`src/kte_pkg.sv`:
```
// Shared types and constants for the keypad threshold entry and alarm block.
// No dependencies; imported by every module of the block.
package kte_pkg;

  // key codes (ASCII)
  localparam logic [7:0] KEY_STAR = 8'h2A;
  localparam logic [7:0] KEY_HASH = 8'h23;
  localparam logic [7:0] KEY_NONE = 8'h45;
  localparam logic [7:0] KEY_ZERO = 8'h30;
  localparam logic [7:0] KEY_NINE = 8'h39;

  // entry modes
  localparam logic [1:0] MODE_IDLE = 2'd0;
  localparam logic [1:0] MODE_HIGH = 2'd1;
  localparam logic [1:0] MODE_LOW  = 2'd2;

  // alarm codes
  localparam logic [1:0] ALARM_NORMAL = 2'd0;
  localparam logic [1:0] ALARM_LOW    = 2'd1;
  localparam logic [1:0] ALARM_HIGH   = 2'd2;

  // request kinds
  localparam logic REQ_TICK   = 1'b0;
  localparam logic REQ_SAMPLE = 1'b1;

  // largest value an entry can hold
  localparam logic [9:0] VALUE_MAX = 10'd999;

  typedef struct packed {
    logic              req_type;
    logic [11:0]       key_matrix;
    logic signed [15:0] temperature;
  } in_item_t;

  typedef struct packed {
    logic       key_valid;
    logic [7:0] key_code;
    logic       log_request;
    logic [1:0] mode_now;
    logic [3:0] digits_typed;
    logic [9:0] high_threshold;
    logic [9:0] low_threshold;
    logic [1:0] alarm;
  } out_item_t;

  // key release handed from the debouncer to the entry logic
  typedef struct packed {
    logic       valid;
    logic [7:0] code;
  } key_evt_t;

  // entry and alarm state after the current transaction
  typedef struct packed {
    logic       log_request;
    logic [1:0] mode;
    logic [3:0] count;
    logic [9:0] high_limit;
    logic [9:0] low_limit;
    logic [1:0] alarm;
  } entry_stat_t;

  // keypad layout: rows 1 2 3 / 4 5 6 / 7 8 9 / * 0 #
  function automatic logic [7:0] key_ascii(input logic [1:0] row, input logic [1:0] col);
    logic [7:0] code;
    code = KEY_NONE;
    unique case (row)
      2'd0: code = (col == 2'd0) ? 8'h31 : (col == 2'd1) ? 8'h32 : 8'h33;
      2'd1: code = (col == 2'd0) ? 8'h34 : (col == 2'd1) ? 8'h35 : 8'h36;
      2'd2: code = (col == 2'd0) ? 8'h37 : (col == 2'd1) ? 8'h38 : 8'h39;
      2'd3: code = (col == 2'd0) ? KEY_STAR : (col == 2'd1) ? KEY_ZERO : KEY_HASH;
      default: code = KEY_NONE;
    endcase
    return code;
  endfunction

endpackage

```
`src/kte_debounce.sv`:
```
// Keypad press debouncer and key scanner; reports a key on its release.
// Depends on kte_pkg.
module kte_debounce import kte_pkg::*; (
  input  logic        clk,
  input  logic        rst,
  input  logic        tick,
  input  logic [11:0] key_matrix,
  output key_evt_t    evt
);

  typedef enum logic [1:0] {
    PH_PRESS   = 2'd0,
    PH_PRESS2  = 2'd1,
    PH_RELEASE = 2'd2
  } phase_t;

  phase_t     phase, phase_next;
  logic [7:0] held_key, held_key_next;
  logic [2:0] col_hit;
  logic [3:0] row_hit;
  logic [7:0] scan_code;
  logic       pressed;

  // column and row activity
  always_comb begin
    for (int c = 0; c < 3; c++) begin
      col_hit[c] = key_matrix[c] | key_matrix[c+3] | key_matrix[c+6] | key_matrix[c+9];
    end
    for (int r = 0; r < 4; r++) begin
      row_hit[r] = |key_matrix[r*3 +: 3];
    end
  end

  // lowest active column, then first active row
  always_comb begin
    logic [1:0] col;
    col = 2'd0;
    scan_code = KEY_NONE;
    priority if (col_hit[0]) col = 2'd0;
    else if (col_hit[1]) col = 2'd1;
    else col = 2'd2;
    if (col_hit != 3'b000) begin
      priority if (row_hit[0]) scan_code = key_ascii(2'd0, col);
      else if (row_hit[1]) scan_code = key_ascii(2'd1, col);
      else if (row_hit[2]) scan_code = key_ascii(2'd2, col);
      else scan_code = key_ascii(2'd3, col);
    end
  end

  assign pressed = (key_matrix != 12'd0);

  // debounce sequence
  always_comb begin
    phase_next    = phase;
    held_key_next = held_key;
    evt.valid     = 1'b0;
    evt.code      = 8'd0;
    if (tick) begin
      unique case (phase)
        PH_PRESS: begin
          if (pressed && held_key == 8'd0) phase_next = PH_PRESS2;
        end
        PH_PRESS2: begin
          if (pressed) begin
            held_key_next = scan_code;
            phase_next    = PH_RELEASE;
          end else begin
            phase_next = PH_PRESS;
          end
        end
        PH_RELEASE: begin
          if (!pressed) begin
            phase_next    = PH_PRESS;
            evt.valid     = 1'b1;
            evt.code      = held_key;
            held_key_next = 8'd0;
          end
        end
        default: phase_next = PH_PRESS;
      endcase
    end
  end

  always_ff @(posedge clk) begin
    if (rst) begin
      phase    <= PH_PRESS;
      held_key <= 8'd0;
    end else begin
      phase    <= phase_next;
      held_key <= held_key_next;
    end
  end

endmodule

```
`src/kte_entry.sv`:
```
// Limit entry sequencer and temperature alarm compare.
// Depends on kte_pkg; takes key releases from kte_debounce.
module kte_entry import kte_pkg::*; #(
  parameter int unsigned MAX_DIGITS = 10
) (
  input  logic               clk,
  input  logic               rst,
  input  logic               sample,
  input  logic signed [15:0] temperature,
  input  key_evt_t           evt,
  output entry_stat_t        stat_next
);

  localparam logic [3:0] MaxCount = 4'(MAX_DIGITS);

  logic [1:0]  mode;
  logic [3:0]  count;
  logic [9:0]  value, value_next;
  logic [9:0]  high_limit, low_limit;
  logic [1:0]  alarm;
  logic        in_entry;
  logic        is_digit;
  logic [13:0] acc;
  logic signed [18:0] temp_ext, hi_ext, lo_ext;

  assign in_entry = (mode == MODE_HIGH) || (mode == MODE_LOW);
  assign is_digit = (evt.code >= KEY_ZERO) && (evt.code <= KEY_NINE);
  assign acc      = 14'(value) * 14'd10 + 14'(evt.code - KEY_ZERO);

  // Q8.8 sample against whole-degree limits
  assign temp_ext = 19'(temperature);
  assign hi_ext   = signed'({1'b0, high_limit, 8'd0});
  assign lo_ext   = signed'({1'b0, low_limit, 8'd0});

  // key handling and alarm update
  always_comb begin
    stat_next.log_request = 1'b0;
    stat_next.mode        = mode;
    stat_next.count       = count;
    stat_next.high_limit  = high_limit;
    stat_next.low_limit   = low_limit;
    stat_next.alarm       = alarm;
    value_next            = value;
    if (evt.valid) begin
      priority if (evt.code == KEY_STAR) begin
        stat_next.log_request = 1'b1;
        stat_next.mode        = MODE_IDLE;
        stat_next.count       = 4'd0;
        value_next            = 10'd0;
      end else if (evt.code == KEY_HASH) begin
        stat_next.count = 4'd0;
        value_next      = 10'd0;
        priority if (mode == MODE_HIGH) begin
          stat_next.high_limit = value;
          stat_next.mode       = MODE_LOW;
        end else if (mode == MODE_LOW) begin
          stat_next.low_limit = value;
          stat_next.mode      = MODE_IDLE;
        end else begin
          stat_next.mode = MODE_HIGH;
        end
      end else if (in_entry && is_digit && count < MaxCount) begin
        value_next      = (acc > 14'(VALUE_MAX)) ? VALUE_MAX : acc[9:0];
        stat_next.count = count + 4'd1;
      end else begin
        // any other key leaves the entry as it is
        value_next = value;
      end
    end
    if (sample && !in_entry) begin
      priority if (temp_ext >= hi_ext) stat_next.alarm = ALARM_HIGH;
      else if (temp_ext <= lo_ext) stat_next.alarm = ALARM_LOW;
      else stat_next.alarm = ALARM_NORMAL;
    end
  end

  always_ff @(posedge clk) begin
    if (rst) begin
      mode       <= MODE_IDLE;
      count      <= 4'd0;
      value      <= 10'd0;
      high_limit <= 10'd0;
      low_limit  <= 10'd0;
      alarm      <= ALARM_NORMAL;
    end else begin
      mode       <= stat_next.mode;
      count      <= stat_next.count;
      value      <= value_next;
      high_limit <= stat_next.high_limit;
      low_limit  <= stat_next.low_limit;
      alarm      <= stat_next.alarm;
    end
  end

endmodule

```
`src/keypad_threshold_entry_alarm_top.sv`:
```
// Keypad threshold entry with temperature alarm, top level.
// All work is one pass of logic; the result is in the output register the next cycle.
// Throughput: one transaction per cycle unless out_stall holds a full output register.
// A transaction is taken whenever the output register is empty or being emptied.
// Reset (synchronous, rst high) clears the output valid, the debouncer and all limits.
// Depends on kte_pkg, kte_debounce and kte_entry.
module keypad_threshold_entry_alarm_top import kte_pkg::*; #(
  parameter int unsigned MAX_DIGITS = 10
) (
  input  logic      clk,
  input  logic      rst,
  input  logic      in_valid,
  output logic      in_stall,
  input  in_item_t  in_data,
  output logic      out_valid,
  input  logic      out_stall,
  output out_item_t out_data
);

  logic        accept;
  key_evt_t    evt;
  entry_stat_t stat_next;

  assign in_stall = out_valid && out_stall;
  assign accept   = in_valid && !in_stall;

  kte_debounce u_debounce (
    .clk        (clk),
    .rst        (rst),
    .tick       (accept && in_data.req_type == REQ_TICK),
    .key_matrix (in_data.key_matrix),
    .evt        (evt)
  );

  kte_entry #(
    .MAX_DIGITS (MAX_DIGITS)
  ) u_entry (
    .clk         (clk),
    .rst         (rst),
    .sample      (accept && in_data.req_type == REQ_SAMPLE),
    .temperature (in_data.temperature),
    .evt         (evt),
    .stat_next   (stat_next)
  );

  // output register
  always_ff @(posedge clk) begin
    if (rst) begin
      out_valid <= 1'b0;
    end else if (accept) begin
      out_valid <= 1'b1;
    end else if (!out_stall) begin
      out_valid <= 1'b0;
    end
  end

  always_ff @(posedge clk) begin
    if (accept) begin
      out_data.key_valid      <= evt.valid;
      out_data.key_code       <= evt.code;
      out_data.log_request    <= stat_next.log_request;
      out_data.mode_now       <= stat_next.mode;
      out_data.digits_typed   <= stat_next.count;
      out_data.high_threshold <= stat_next.high_limit;
      out_data.low_threshold  <= stat_next.low_limit;
      out_data.alarm          <= stat_next.alarm;
    end
  end

endmodule
```
`config.mk`:
```
export PLATFORM = sky130hd
export DESIGN_NAME = keypad_threshold_entry_alarm_top
export DESIGN_NICKNAME = d
export VERILOG_FILES = /design/src/kte_pkg.sv /design/src/kte_debounce.sv /design/src/kte_entry.sv /design/src/keypad_threshold_entry_alarm_top.sv
export SDC_FILE = /design/constraint.sdc
export NUM_CORES = 1
export LEC_CHECK = 0
export BUFFER_PORTS_ARGS = -buffer_cell sky130_fd_sc_hd__buf_2
export CAP_MARGIN = 10
export CORE_MARGIN = 2
export CORE_UTILIZATION = 63
export DETAILED_ROUTE_END_ITERATION = 8
export HOLD_SLACK_MARGIN = 0.15
export PLACE_DENSITY = 0.95
export REMOVE_ABC_BUFFERS = 1
export SLEW_MARGIN = 20
export SYNTH_ARGS = -nofsm -noshare
export SYNTH_HDL_FRONTEND = slang
export SYNTH_SLANG_ARGS = --single-unit
```
`constraint.sdc`:
```
create_clock -name clk -period 12.6 [get_ports clk]
set_input_delay 2.52 -clock clk [delete_from_list [all_inputs] [get_ports clk]]
set_output_delay 2.52 -clock clk [all_outputs]
set_load 0.005 [all_outputs]
```
==> reports/metrics.yaml <==
multi_input_area_mm2: 0.002873
slew_headroom_pct: 50.20
ant_nets: 0
yosys-top-cells-count: "ha_1 (61), inv_1 (49), dfxtp_1 (48)"
pin_count: 73
synth_ff_type: "dfxtp_1"
stdcell_area_mm2: 0.005846
period_share_pct: 52.48
synth_edf_count: 37
gp_congestion: 0.9098
grt_max_degree: 40
drc_errors: 0
yosysSeqAreaShare_pct: 39.95
initial_core_util_pct: 64.08
status: "finished clean"
setup_tns_ns: 0
m1WireLength_um: 4836
wl_met2_um: 6027
startpoint: "in_data[25]"
num_antenna_cells: 0
r2r-start: "out_valid"
cts-resized-gates: 0
ys_types: 60
cp_max_fo: 11
final_nets: 699
die-area_mm2: 0.008974
clockBufferDepth: 2
synth_area_mm2: 0.005186
p_leak_uw: 0.002602
viasPerCell: 6.111
hold_ws_ns: 0.4755
overflow: 0
vdd_drop_max_v: 0.00005879
core_area_mm2: 0.008093
synth.most_common_cell: "ha_1"
rows: 33
grt_pass1_vias: 4256
drv_slew: 0
yosys_warnings: 0
postPlaceCellArea_mm2: 0.005630
portBuffers: 71
start_kind: "primary input"
synth.largest_area_cell: "edfxtp_1"
dp_hpwl_um: 8888
path_clk_slew_ns: 0.09
num-fill-cells: 553
ff_latch_area_mm2: 0.002072
synth_async_sr_flop_share_pct: 0
hold_buffers: 0
fin_crit_ns: 6.612
postCtsSetupBuffers: 0
initialDrtViolationCount: 377
synth_top_area_share_pct: 21.42
setup_viol: 0
finClkSkew_ns: 0.009633
clock_sinks: 85
tritoncts: "built"
powerDensity_mw_per_mm2: 94.79
routed-wl-met3_um: 911
syn_area_per_cell_um2: 9.712
ys_ff_latch: 85
die_h_um: 94.73
grt_pass1_wl_um: 19540
critPathRequiredTime_ns: 12.83
drive_above_1_share_pct: 19.24
synth_area_leaders: "edfxtp_1 (21%), dfxtp_1 (19%), ha_1 (15%), mux2_2 (4.1%), inv_1 (3.5%)"
critPathArrivalTime_ns: 6.84
cts-buffers-inserted: 9
htree_num_levels: 3
antenna_found_initial: 0
max_freq_ghz: 0.1512
worstSetupPathType: "in -> reg"
rsz0062_at_grt: "false"
critPathCaptureType: "flop"
hp-start: "u_entry.alarm[1]"
post-route-util_pct: 72.23
routed_wl_um: 12180
clock_latency_ns: 0.37
grt_use_total_pct: 27.91
finalHoldViolCount: 0
setup_ws_ns: 5.988
netlist_instances: 534
first_pass_iters: 5
cap_violations: 0
pre_cts_ws_ns: 5.705
cts_root_buffer: "clkbuf_8"
tightest_slew_ns: 0.7447
top_layer_used: "met4"
post_drt_wl_per_cell_um: 17.09
syn2layout_area_growth_pct: 12.71
worstHoldPathType: "reg -> reg"
vias: 4357
die_x_um: 94.73
-- layer usage --
layer	vias to the layer above	GRT usage [%]
met5	-	0
met4	0	11.47
met3	53	6.065
met2	227	49.29
met1	2021	32.74
li1	2056	-
-- cell type report --
cell class | count | share of cell area (%)
Multi-Input combinational cell | 385 | 49.14
Sequential cell | 85 | 35.45
Timing Repair Buffer | 73 | 6.336
Inverter | 49 | 3.146
Clock buffer | 11 | 2.247
Tap cell | 105 | 2.247
Clock inverter | 5 | 1.434
-- cell families (layout without fill, tap and decap cells) --
logic type	count (synthesis)	in the layout	synth area share (%)
AND/OR/NAND/NOR	164	164	17.56
AO/OA/AOI/OAI	117	117	14.19
flip-flops	85	85	39.95
buffers and inverters	64	138	4.994
adder cells (fa/ha/maj)	63	63	15.49
multiplexers	22	22	4.705
XOR/XNOR	18	18	3.040
other	1	1	0.07231
-- path summary, 6_finish.rpt --
kind	endpoint	slack [ns]	cells past startpoint
max reg2reg	u_entry.value[6]	7.94	17
max	u_entry.value[6]	5.99	17
min	u_entry.alarm[1]	0.48	2
min reg2reg	u_entry.alarm[1]	0.48	2
-- cell usage in the layout (no fill, tap or decap), drive strengths merged, types with 10 or more instances in the layout --
cell type   n
a21o       11
a21oi      35
buf        73
clkbuf     11
dfxtp      48
edfxtp     37
ha         61
inv        50
mux2       19
nand2      29
nor2       40
nor2b      28
nor3       10
nor4       11
o21ai      27
-- critical path, stage by stage --
cell and delay, ns:
buf_2 0.10, or4_4 0.54, nor4_4 0.33, and3_1 0.42
nand2_1 0.17, inv_1 0.10, ha_1 0.16, inv_1 0.05
ha_1 0.30, ha_1 0.40, o21ai_0 0.40, a2111oi_0 0.18
a211oi_1 0.25, o211ai_1 0.14, xor2_1 0.20, nor3_4 0.39
a21oi_1 0.17
-- through the flow --
stage / total power, µW / instances
6_report: 554.1 / 713
5_1_grt: 570.8 / 713
4_1_cts: 552.5 / 713
3_5_place_dp: 343.7 / 697
3_3_place_gp: 340.9 / 697
2_1_floorplan: 322.9 / 519
-- flip-flops by register name, indices dropped and copies added (netlist names) --
register             cells
u_debounce.phase         2
u_entry.value           10
u_entry.mode             2
out_valid                1
u_entry.alarm            2
u_debounce.held_key      7
u_entry.high_limit      10
out_data                37
u_entry.low_limit       10
u_entry.count            4
-- power breakdown --
| part | switching, µW | total (µW) | internal [µW] |
|---|---|---|---|
| registers | 2.87 | 297 | 294 |
| clock network | 103 | 216 | 113 |
| logic | 23.9 | 41.2 | 17.4 |
| total | 130 | 554 | 424 |
No activity file was read; power rests on OpenSTA's default activity.
